`src/rtl/robin_hood_hash_table_core_defines.svh`:
```
// Assertion macros for the file that checks its own logic.
`ifndef ROBIN_HOOD_HASH_TABLE_CORE_DEFINES_SVH
`define ROBIN_HOOD_HASH_TABLE_CORE_DEFINES_SVH

// A condition that must bring a consequence in the same cycle.
`define RHH_ASSERT_IMPL(lbl, cond, cons) \
  lbl: assert property (@(posedge clk) disable iff (rst) (cond) |-> (cons)) \
    else $error("rhh check failed");

// A condition that must bring a consequence in the following cycle.
`define RHH_ASSERT_NEXT(lbl, cond, cons) \
  lbl: assert property (@(posedge clk) disable iff (rst) (cond) |=> (cons)) \
    else $error("rhh check failed");

`endif

```
`src/rtl/rhh_ram.sv`:
```
// Simple dual-port memory: one write port, one read port with registered data.
module rhh_ram #(
  parameter int WIDTH = 8,
  parameter int DEPTH = 16
) (
  input  logic                     clk,
  input  logic                     we,
  input  logic [$clog2(DEPTH)-1:0] waddr,
  input  logic [WIDTH-1:0]         wdata,
  input  logic [$clog2(DEPTH)-1:0] raddr,
  output logic [WIDTH-1:0]         rdata
);

  logic [WIDTH-1:0] mem [DEPTH];

  always_ff @(posedge clk) begin
    if (we) begin
      mem[waddr] <= wdata;
    end
    rdata <= mem[raddr];
  end

endmodule

```
`config.mk`:
```
export PLATFORM = sky130hd
export DESIGN_NAME = rhh_ram
export DESIGN_NICKNAME = d
export VERILOG_FILES = /design/src/rtl/robin_hood_hash_table_core_defines.svh /design/src/rtl/rhh_ram.sv
export SDC_FILE = /design/constraint.sdc
export NUM_CORES = 1
export LEC_CHECK = 0
export ABC_AREA = 1
export BUFFER_PORTS_ARGS = -buffer_cell sky130_fd_sc_hd__buf_4
export CORE_ASPECT_RATIO = 1.75
export CORE_MARGIN = 8
export CORE_UTILIZATION = 45
export DETAILED_ROUTE_END_ITERATION = 16
export PLACE_DENSITY_LB_ADDON = 0.08
export SLEW_MARGIN = 20
export SYNTH_ARGS = -nofsm -noshare
export SYNTH_HDL_FRONTEND = slang
export SYNTH_SLANG_ARGS = --single-unit
export TNS_END_PERCENT = 20
```
`constraint.sdc`:
```
create_clock -name clk -period 1.95 [get_ports clk]
set_clock_uncertainty 0.05 [all_clocks]
set_input_delay 0.39 -clock clk [delete_from_list [all_inputs] [get_ports clk]]
set_output_delay 0.39 -clock clk [all_outputs]
set_load 0.005 [all_outputs]
```
# Word level (Yosys, flattened, before mapping)
# Memories as Yosys holds them, arrays and structs flattened. A register that Yosys moved wholly into a read port is not among the register bits.
# Index checks and enable logic that the tools add are counted.
# Widths: inputs -> output; s select.
classes:
  n_addsub: 0
  n_mul: 0
  div_mod_pow: 0
  order_cmp: 0
  n_eq_ne: 0
  shifts: 0
  mux: 2
  bitwise: 0
  reduce_logical: 0
ops:
  columns: ["cell", "count"]
  rows:
  - ["$mux 1", 2]
totals:
  ff_bits: 0
  latchBits: 0
  ram_bits: 128
  mem_bits_ro: 0
  mem_count: 1
mem_list:
  columns: ["name", "words", "word_bits", "read_ports", "rd_ports_with_merged_regs", "write_ports", "line", "source"]
  rows:
  - ["mem", 16, 8, 1, 1, 1, "rhh_ram.sv:14", "logic [WIDTH-1:0] mem [DEPTH];"]

# Longest topological paths before layout
logic_depth:
  ltp_word: 2
  ltp_mapped: 8
  ltp_nobuf: 7

# Worst setup path before layout
# Ideal clock, no wire load.
synth_path:
  path_kind: "input port to flip-flop"
  start: "input waddr[2]"
  end: "memory mem[10][0] (enable)"
  arrival_time_ns: 0.971
  t_required_ns: 1.530
  path_slack_ns: 0.559
  cell_stages: 2
  path_buffers: 0
  cell_sequence: "nand3b_1 > nor2_1"
synth_lines:
  columns: ["element", "line", "source"]
  rows:
  - ["from (decl)", "rhh_ram.sv:8", "input logic [$clog2(DEPTH)-1:0] waddr,"]
  - ["to (decl)", "rhh_ram.sv:14", null]
# No word-level cell before the write port.

# Worst setup path after layout
layout_path:
  start: "register rdata[2] (read register of mem)"
  end: "output rdata[2]"
layout_lines:
  columns: ["element", "line", "source"]
  rows:
  - ["from (decl)", "rhh_ram.sv:11", "output logic [WIDTH-1:0] rdata"]
# No word-level cell between the ends.

==> summary.md <==
The total count of hold-check failures in the final report is 0, and the number of nets with antenna violations after detailed routing is 0. The critical path ends at rdata[2]. The number of cells on the critical path is 1.

The layout filler cell count is 1126. For the final number of max-transition violations, the log shows 0. The die covers 16800 µm². The startpoint-to-endpoint class of the critical path is flop to output port. The congestion estimate from routability-driven global placement came to 0.837. The maximum level of the CTS H-tree is 4, and the peak ir drop on the vdd network is 0.000664 V.

The tools report the required time reported for the critical path endpoint as 1.51 ns. The kind of cell with the highest combined delay on the critical path is flip-flops. In this run the worst setup path begins at rdata[2]$_DFF_P_. Once the clock tree was built, the resizer swapped 0 gates to a different size. Counting the buffers created by CTS gives 17. The final layout contains 609 nets.

Entering global routing, the biggest net connects 65 pins. Hold repair after CTS inserted 0 buffers. The worst-case reg-to-reg path depth is 6.

The number of DRC markers in iteration 0 came out at 210. Once the floorplan was initialized, standard cells occupied 46.1% of the core. The signal on the critical path passes through buf_4.

The first global-routing pass estimated 21800 µm of wire. The tool flagged a number of max-cap violations equal to 0. Headroom to the max-slew limit came out at 59.7%.

For the total track usage, the log shows 18.0%. The total nets after synthesis is 569, and the number of port buffers is 25. The clock passes through at most 2 buffers. The post-route netlist has 12.1% of its cells at a drive strength greater than 1. Across all register-to-register paths, the minimum setup slack is 0.78 ns.

The library cells used most frequently in the layout, excluding fill and tap cells, are sky130_fd_sc_hd__nand2_1 (173), sky130_fd_sc_hd__edfxtp_1 (128), sky130_fd_sc_hd__inv_1 (100). The maximum net fanout on the critical path works out to 1. The post-CTS setup buffer count is 0, and the clock-pin slew on the worst setup and hold paths is 0.06 ns. In this design, the stage delay of the slowest critical-path cell is 0.39 ns.

After layout, the worst path uses 71.1% of the clock period. Final critical path time including I/O delays and setup: 1.39 ns. The commonest non-fill, non-tap cell in the layout was sky130_fd_sc_hd__nand2_1.

The average instance in the mapped netlist occupies 10.5 µm². The number of top-level pins was 26. Setup violations remaining at the end of the flow were counted as 0. For the pin with the worst max-slew slack, the measured transition is 0.603 ns. The post-route setup TNS came out at 0 ns.

The tools report the startpoint kind of the worst setup timing path as a flop. For this design, the slowest cell found on the critical path is sky130_fd_sc_hd__dfxtp_1. Derived from the worst setup path, the maximum achievable clock frequency is 0.722 GHz. The fraction of the core area covered by cells at the end of the flow was 54.0%. The routed via count divided by cell count is 4.89.

Clock latency on the worst-skew pair, taken at its later pin, is 0.41 ns. After floorplanning, the core was divided into 54 placement rows. The tree is rooted in a sky130_fd_sc_hd__clkbuf_16. The detailed-route DRC error count is 0, and the Yosys warning count is 0. Static power due to leakage: 2.92 nW. Mean routed wirelength per cell: 18.5 µm. Measured along the y axis, the die boundary spans 166 µm.

The launch point of the worst hold path is wdata[2]. TritonCTS built the clock tree. After global routing the overflow that remains totals 0. The total of flip-flops plus latches after synthesis was 136; the number of library cell types mapped by synthesis was 12.

The clock drives 136 sinks. Once detailed placement completed, the half-perimeter wirelength came to 9140 µm. The area overhead of the layout relative to synthesis came out at 17.0%.

The number of antenna diodes in the final layout is 0. Worst min-delay path category: primary input to flop. The core region is 12500 µm². For this design the ratio of total power to cell area is 1000 nW/µm².

The vias after detailed routing was 3777; the arrival time of the worst setup path was 0.95 ns. For the final wirelength, the log shows 14200 µm. Setup repair after global routing left no endpoint under its margin. The die span in x is 102 µm, and the initial antenna violation count is 0.

The number of global-route vias before repair came out at 3775. STA classifies the critical path endpoint as an output port. Cell count after synthesis: 551. The flow ran to the end, and the final reports show no timing, DRC or antenna violations. The number of iterations in the first detailed-routing pass was 4; the buffering stage count on the worst path with inverters included was 1.

Summing every instance area after synthesis gives 5770 µm². The worst register-to-register path ends at rdata[7]$_DFF_P_. The startpoint identified for the worst register-to-register timing path is mem[3][7]$_DFFE_PP_. The sequential-to-total area share from yosys stat came out at 69.4%.
metal layers:
| layer | vias up | wire length [µm] | GRT usage [%] |
|---|---|---|---|
| met5 | - | 0 | 0 |
| met4 | 0 | 454 | 7.96 |
| met3 | 25 | 597 | 4.24 |
| met2 | 96 | 7640 | 31.4 |
| met1 | 1806 | 5550 | 19.8 |
| li1 | 1850 | - | - |
cell usage after synthesis (all sizes together):
library cell	instances	area [µm²]
nand2	173	649
edfxtp	128	3840
inv	102	383
nand3	97	485
buf	24	166
nor2	17	63.8
dfxtp	8	160
nand3b	2	15.0
logic make-up after synthesis:
| group | count (synthesis) | share of synthesized area, % |
|---|---|---|
| buf+inv | 126 | 9.52 |
| flops | 136 | 69.4 |
| simple gates | 289 | 21.0 |
worst min path at each step:
stage | end | slack [ns] | cells past startpoint
5_1_grt | mem[7][2]$_DFFE_PP_ | 0.28 | 1
2_1_floorplan | mem[0][0]$_DFFE_PP_ | 0.44 | 0
3_5_place_dp | rdata[6]$_DFF_P_ | 0.60 | 6
6_report | mem[13][2]$_DFFE_PP_ | 0.27 | 1
3_3_place_gp | rdata[6]$_DFF_P_ | 0.59 | 6
4_1_cts | rdata[7]$_DFF_P_ | 0.27 | 3
flip-flops by register name, indices dropped and copies added (netlist names):
name   cells
rdata      8
mem      128
metrics by stage:
stage	hold WS (ns)	setup slack (ns)	cells	power (W)	cell area [µm²]
2_1_floorplan	0.439	0.559	551	0.00358	5770
3_3_place_gp	0.591	0.199	740	0.00379	6190
3_5_place_dp	0.605	0.218	740	0.00380	6190
4_1_cts	0.269	0.534	772	0.00680	6750
5_1_grt	0.279	0.524	772	0.00697	6750
6_report	0.271	0.564	772	0.00675	6750
layout make-up:
class                   instances  area (µm²)  area share [%]
inverters                     102         383            5.68
repair buffers                 45         375            5.56
flip-flops and latches        136        4000            59.4
clock inverters                 9         101            1.50
well taps                     168         210            3.12
clock buffers                  23         458            6.79
multi-input cells             289        1210            18.0
power breakdown:
part	total (W)	internal, W	switching [W]
clock network	0.00303	0.00190	0.00112
registers	0.00329	0.00327	0.0000248
logic	0.000432	0.000141	0.000291
total	0.00675	0.00531	0.00144
Note: power is estimated with default switching activity, not from simulation.
