## src/rtl/robin_hood_hash_table_core_defines.svh

```systemverilog
// Assertion macros for the file that checks its own logic.
`ifndef ROBIN_HOOD_HASH_TABLE_CORE_DEFINES_SVH
`define ROBIN_HOOD_HASH_TABLE_CORE_DEFINES_SVH

// A condition that must bring a consequence in the same cycle.
`define RHH_ASSERT_IMPL(lbl, cond, cons) \
  lbl: assert property (@(posedge clk) disable iff (rst) (cond) |-> (cons)) \
    else $error("rhh check failed");

// A condition that must bring a consequence in the following cycle.
`define RHH_ASSERT_NEXT(lbl, cond, cons) \
  lbl: assert property (@(posedge clk) disable iff (rst) (cond) |=> (cons)) \
    else $error("rhh check failed");

`endif

```

## src/rtl/rhh_pkg.sv

```systemverilog
package rhh_pkg;

  // Table geometry. Slot 0 is never used, so at most CAPACITY-1 entries live.
  localparam int CAPACITY   = 1024;
  localparam int IDX_W      = $clog2(CAPACITY);
  localparam int CNT_W      = IDX_W + 1;
  localparam int MAX_PROBES = 128;
  localparam int LOG_W      = $clog2(MAX_PROBES);
  localparam int NLOG_W     = LOG_W + 1;

  // Hash finalizer constants.
  localparam logic [63:0] MIX_C1    = 64'hff51afd7ed558ccd;
  localparam logic [63:0] MIX_C2    = 64'hc4ceb9fe1a85ec53;
  localparam int          MIX_SHIFT = 33;

  // Operation codes.
  localparam logic [1:0] FN_INSERT = 2'd0;
  localparam logic [1:0] FN_GET    = 2'd1;
  localparam logic [1:0] FN_REMOVE = 2'd2;
  localparam logic [1:0] FN_NONE   = 2'd3;

  // Result status codes.
  localparam logic [1:0] STS_OK   = 2'd0;
  localparam logic [1:0] STS_MISS = 2'd1;
  localparam logic [1:0] STS_FULL = 2'd2;

  // One table slot; a home of zero means the slot was never used.
  typedef struct packed {
    logic [63:0]      key;
    logic [63:0]      value;
    logic [IDX_W-1:0] home;
    logic             deleted;
  } slot_t;

  // One undo record: where a slot was written and what it held before.
  typedef struct packed {
    logic [IDX_W-1:0] pos;
    slot_t            old;
  } undo_t;

  // Probe step: wrap from the top back to slot 1, skipping slot 0.
  function automatic logic [IDX_W-1:0] next_slot(input logic [IDX_W-1:0] p);
    logic [IDX_W-1:0] n;
    n = p + 1'b1;
    return (n == '0) ? {{(IDX_W-1){1'b0}}, 1'b1} : n;
  endfunction

endpackage

```

## src/rtl/rhh_hash.sv

```systemverilog
// Home slot from the 64-bit finalizer. Each 64x64 low product is built from
// three 32x32 partial products on one shared multiplier, then folded and xor-shifted.
module rhh_hash (
  input  logic                    clk,
  input  logic                    rst,
  input  logic                    start,
  input  logic [63:0]             key,
  output logic                    done,
  output logic [rhh_pkg::IDX_W-1:0] home
);

  logic        busy;
  logic [1:0]  ph;
  logic        rnd;
  logic [63:0] x;
  logic [63:0] p0;
  logic [31:0] p1;
  logic [31:0] p2;
  logic [63:0] cst;
  logic [31:0] mul_a;
  logic [31:0] mul_b;
  logic [63:0] prod;
  logic [63:0] y;
  logic [63:0] mixed;
  logic [rhh_pkg::IDX_W-1:0] hraw;

  // Operand selection for the shared multiplier.
  always_comb begin
    cst   = rnd ? rhh_pkg::MIX_C2 : rhh_pkg::MIX_C1;
    mul_a = (ph == 2'd2) ? x[63:32] : x[31:0];
    mul_b = (ph == 2'd1) ? cst[63:32] : cst[31:0];
    prod  = mul_a * mul_b;
    y     = p0 + {p1 + p2, 32'b0};
    mixed = y ^ (y >> rhh_pkg::MIX_SHIFT);
    hraw  = x[rhh_pkg::IDX_W-1:0];
    home  = (hraw == '0) ? {{(rhh_pkg::IDX_W-1){1'b0}}, 1'b1} : hraw;
  end

  // Round sequencing.
  always_ff @(posedge clk) begin
    if (rst) begin
      busy <= 1'b0;
      done <= 1'b0;
      ph   <= '0;
      rnd  <= 1'b0;
    end else begin
      done <= 1'b0;
      if (start) begin
        busy <= 1'b1;
        ph   <= '0;
        rnd  <= 1'b0;
      end else if (busy) begin
        ph <= ph + 1'b1;
        if (ph == 2'd3) begin
          if (rnd) begin
            busy <= 1'b0;
            done <= 1'b1;
          end else begin
            rnd <= 1'b1;
          end
        end
      end
    end
  end

  // Datapath: partial products, then the fold and xor-shift.
  always_ff @(posedge clk) begin
    if (start) begin
      x <= key ^ (key >> rhh_pkg::MIX_SHIFT);
    end else if (busy) begin
      unique case (ph)
        2'd0: p0 <= prod;
        2'd1: p1 <= prod[31:0];
        2'd2: p2 <= prod[31:0];
        2'd3: x  <= mixed;
        default: x <= x;
      endcase
    end
  end

endmodule

```

## config.mk

```make
export PLATFORM = sky130hd
export DESIGN_NAME = rhh_hash
export DESIGN_NICKNAME = d
export VERILOG_FILES = /design/src/rtl/robin_hood_hash_table_core_defines.svh /design/src/rtl/rhh_pkg.sv /design/src/rtl/rhh_hash.sv
export SDC_FILE = /design/constraint.sdc
export NUM_CORES = 2
export LEC_CHECK = 0
export BUFFER_PORTS_ARGS = -buffer_cell sky130_fd_sc_hd__buf_2
export CORE_AREA = 10 10 282 284
export DETAILED_ROUTE_END_ITERATION = 7
export DIE_AREA = 0 0 292 294
export PLACE_DENSITY = 0.71
export SETUP_SLACK_MARGIN = 0.5
export SYNTH_ARGS = -nofsm -noshare
export SYNTH_HDL_FRONTEND = slang
export SYNTH_SLANG_ARGS = --single-unit
```

## constraint.sdc

```tcl
create_clock -name clk -period 18.8 [get_ports clk]
set_input_delay 0.94 -clock clk [delete_from_list [all_inputs] [get_ports clk]]
set_output_delay 0.94 -clock clk [all_outputs]
set_load 0.01 [all_outputs]
```

; After elaboration in Yosys (flattened, before gate mapping)
; Cells that the tools add are included.
; Widths: inputs -> output; s select.
[totals]
register_bits = 197
latch_bits = 0
ramBits = 0
romBits = 0
inputBits = 67
out_inout_bits = 11
word_cells = 43
mem_count = 0
[op_classes]
n_addsub = 3
n_mul = 1
div = 0
n_lt_le_gt_ge = 0
eq_ne = 3
shift = 0
mux = 12
bitwise_logic = 5
reduce_logical = 11
[op_table]
columns = operator, count
row1 = $mux 64, 3
row2 = $xor 64x31->64, 2
row3 = $add 64x64->64, 1
row4 = $mul 32x32->64, 1
row5 = $mux 32, 2
row6 = $mux 62, 1
row7 = $add 32x32->32, 1
row8 = $logic_not 10->1, 1
row9 = $mux 10, 1
row10 = $reduce_and 3->1, 3
row11 = $mux 1, 5
row12 = $eq 2x2->1 const B, 2
row13 = $reduce_and 2->1, 2
row14 = $reduce_bool 2->1, 2
row15 = $reduce_or 4->1, 1
row16 = $not 1->1, 3
row17 = $add 2x1->2 const B, 1
row18 = $eq 2x1->1 const B, 1
row19 = $logic_not 2->1, 1
row20 = $reduce_or 2->1, 1

; Logic depth before layout (Yosys ltp)
[depth]
ltp_word = 6
ltp_mapped = 36
mapped_depth_nobuf = 33

; Worst setup path before layout
; Ideal clock, no wire load.
[synth_timing]
kind = register to register
start = reg ph[1]
end = reg p0[56] (data pin)
setup_time_ns = 0.259
t_arrival_ns = 8.778
required_time_ns = 18.541
setup_slack_ns = 9.763
stages_incl_launch_ff = 35
path_buffers = 6
cell_sequence = dfxtp_1 -> inv_1 -> ha_1 -> inv_1 -> clkbuf_1 -> ha_1 -> clkbuf_1 -> clkbuf_1 -> clkbuf_1 -> clkbuf_1 -> nor2_1 -> fa_1 -> fa_1 -> fa_1 -> inv_1 -> fa_1 -> inv_1 -> fa_1 -> fa_1 -> fa_1 -> inv_1 -> fa_1 -> inv_1 -> ha_1 -> clkbuf_1 -> and3_1 -> nand3_1 -> nor2_1 -> inv_1 -> or4_1 -> o32a_1 -> nand3b_1 -> a31oi_1 -> o21ai_0 -> xnor2_1
[synth_between]
elab_chain_len = 3
elab_cells_between_ends = 5
[synth_lines]
columns = item, line_no
row1 = from (decl), rhh_hash.sv:13  ; logic [1:0] ph;
row2 = from (signal assigned), rhh_hash.sv:53  ; ph <= ph + 1'b1;
row3 = $eq 2x2->1 or $eq 2x1->1 (tied branches), "rhh_hash.sv:30, rhh_hash.sv:31"
row4 = $mux 32 (on tied branches), "rhh_hash.sv:30, rhh_hash.sv:31"
row5 = $mul 32x32->64 (*), rhh_hash.sv:32  ; prod = mul_a * mul_b;
row6 = net prod[56], rhh_hash.sv:22  ; logic [63:0] prod;
row7 = to (signal assigned), rhh_hash.sv:72  ; 2'd0: p0 <= prod;
row8 = to (decl), rhh_hash.sv:16  ; logic [63:0] p0;
; The timed path passes the listed nets; every way through them passes the cells marked *.
; A chain may end at the register's enable or synchronous reset.

; Worst setup path in the final report
[layout_timing]
start = reg ph[1]
end = reg p0[63] (data pin)
; The elaborated chain is that of the path after synthesis.

==> impl_metrics.json <==
{
  "outcome": "completed",
  "grt_pass1_wl_mm": 188,
  "io_buffers": 77,
  "cts_tree": "done",
  "grt_util_all_layers_pct": 29.5,
  "die_area_um2": 85800,
  "cap_viol_max_count": 0,
  "timing.final.crit_share_pct": 55.3,
  "hold_viol": 0,
  "ys.flop_type": "edfxtp_1",
  "antenna_found_initial": 0,
  "crit_type": "reg2reg",
  "fmaxAchievable_ghz": 0.0962,
  "cp_data_arrival_time_ns": 10.60,
  "synthArstFlopShare_pct": 0,
  "worstHoldPathType": "reg2reg",
  "drtIter0Drc": 2694,
  "hold_buffers": 0,
  "max_stage_delay_ns": 0.66,
  "start_util_pct": 54.4,
  "core.rowCount": 100,
  "critPathSlowestCell": "buf_4",
  "critPathTopFamily": "adder cells",
  "die_height_um": 294,
  "synth.area.top_cells": "fa_1 39%, edfxtp_1 14%, ha_1 13%, inv_1 8.4%, xnor2_1 3.2%",
  "ys_seq_area_share_pct": 14.6,
  "fp.dieW_um": 292,
  "synth_cell_type_count": 77,
  "gp_congestion": 1.06,
  "dpl.hpwl_mm": 107,
  "drv_slew": 0,
  "grt_max_degree": 77,
  "post_drt_via_cell_ratio": 5.70,
  "cts.clk_slew.worst_paths_ns": 0.08,
  "vias": 28700,
  "clk_latency_ns": 0.45,
  "ant_nets": 0,
  "areaGrowthSynthToFinish_pct": 5.21,
  "finalClockSkew_ns": 0.0175,
  "grt_overflow": 0,
  "ys_ff_latch": 197,
  "dr.pass1.iters": 7,
  "grt_pass1_vias": 29700,
  "syn_area_um2": 40200,
  "cts_root_buffer": "clkbuf_16",
  "clkSinkCount": 197,
  "crit_top_cell": "fa_1",
  "cp_num_buf_inv": 8,
  "drive_gt1_share_pct": 5.14,
  "layout_min_cycle_time_ns": 10.39,
  "syn_area_per_cell_um2": 9.97,
  "final_nets": 5311,
  "diodes": 0,
  "numCtsBuffers": 17,
  "synth_edf_count": 192,
  "clock_path_buffers": 2,
  "end_kind": "flip-flop",
  "wl_per_cell_um": 24.7,
  "core_um2": 73900,
  "rsz0062_at_grt": "false",
  "crit_required_ns": 19.00,
  "htreeDepth": 4,
  "routed_wl_mm": 124,
  "netlist.area_leader.share_pct": 38.8,
  "tightestPinTransition_ns": 1.18,
  "yosysTopAreaCell": "fa_1",
  "worst_setup_path_start_kind": "flip-flop",
  "synthCells": 4033,
  "syn_nets": 5293,
  "setup_violations": 0,
  "relSlewSlack_pct": 21.1,
  "cts_resized": 0,
  "drc": 0,
  "finalSetupTns_ns": 0,
  "cts_setup_buffers": 0,
  "cp_max_fo": 76,
  "yosys_warnings": 0,
  "ios": 78
}
## sequential cells by signal, indices dropped and copies added (netlist names)
register  count
done          1
p1           32
p2           32
rnd           1
ph            2
x            64
p0           64
busy          1
## path summary, 6_finish.rpt
kind              startpoint  endpoint  slack [ns]  cells past startpoint
hold / removal        p0[31]     x[31]        0.55                      1
setup / recovery       ph[1]    p0[63]        8.41                     32
hold reg to reg       p0[31]     x[31]        0.55                      1
setup reg to reg       ph[1]    p0[63]        8.41                     32
## layer usage
| layer | vias to the layer above | GRT usage (%) | wire length [um] |
|---|---|---|---|
| met5 | - | 0 | 0 |
| met4 | 0 | 18.6 | 9360 |
| met3 | 316 | 4.28 | 9840 |
| met2 | 1339 | 45.3 | 55800 |
| met1 | 14400 | 39.0 | 49400 |
| li1 | 12700 | - | - |
## synthesized netlist by cell type (all sizes together) (6+ instances only)
cell / number
nand4: 19
mux2i: 23
o31ai: 7
clkbuf: 102
o21ai: 146
a21o: 97
xor2: 115
nand2b: 54
a21oi: 152
nor3: 33
xnor2: 147
maj3: 9
buf: 14
nor2: 261
or3: 6
inv: 899
a31oi: 18
fa: 779
nand3: 33
edfxtp: 192
nor2b: 25
a211oi: 9
or2: 17
ha: 414
o21bai: 30
o21a: 16
and3: 19
mux2: 16
and2: 48
nand2: 245
clkinv: 7
## cell families after synthesis
family,Yosys count,share of synthesized area (%)
multiplexers,39,1.02
AND/OR/NAND/NOR,774,8.72
other,1,0.00932
AO/OA/AOI/OAI,533,8.37
XOR/XNOR,265,5.88
flip-flops,197,14.6
adder cells (fa/ha/maj),1202,51.9
buffers and inverters,1022,9.55
## layout by cell type (no fill, tap or decap), types with 8 or more instances in the layout
master	instances
a211oi_1	8
a21o_1	96
a21oi_1	150
a31oi_1	17
and2_1	47
and3_1	19
buf_2	76
buf_4	39
clkbuf_16	17
edfxtp_1	192
fa_1	779
ha_1	412
inv_1	897
maj3_1	9
mux2_2	16
mux2i_1	22
nand2_1	244
nand2b_1	54
nand3_1	33
nand4_1	19
nor2_1	261
nor2b_1	24
nor3_1	32
o21a_1	16
o21ai_0	142
o21bai_1	30
or2_2	17
xnor2_1	147
xor2_1	115
## through the flow
step                      hold WS (ns)  worst slack (ns)  cell area [um2]  utilization (%)  std cells
after global routing             0.576              7.95            42300             57.2       5033
after global placement           0.530              8.69            41700             56.4       5001
final                            0.552              8.41            42300             57.2       5033
after floorplan                  0.525              9.76            40200                -       4033
after CTS                        0.556              8.58            42300             57.2       5033
after detailed placement         0.540              8.62            41700             56.4       5001
## final cells by class
class | instances | area [um2]
clock buffers | 17 | 425
clock inverters | 15 | 193
fillers | 6449 | 31600
inverters | 906 | 3400
multi-input cells | 2814 | 30600
flip-flops and latches | 197 | 5870
well taps | 969 | 1210
repair buffers | 115 | 673
Power is not shown: default switching activity piles up to over one toggle a cycle in this logic, so the estimate is an artifact.
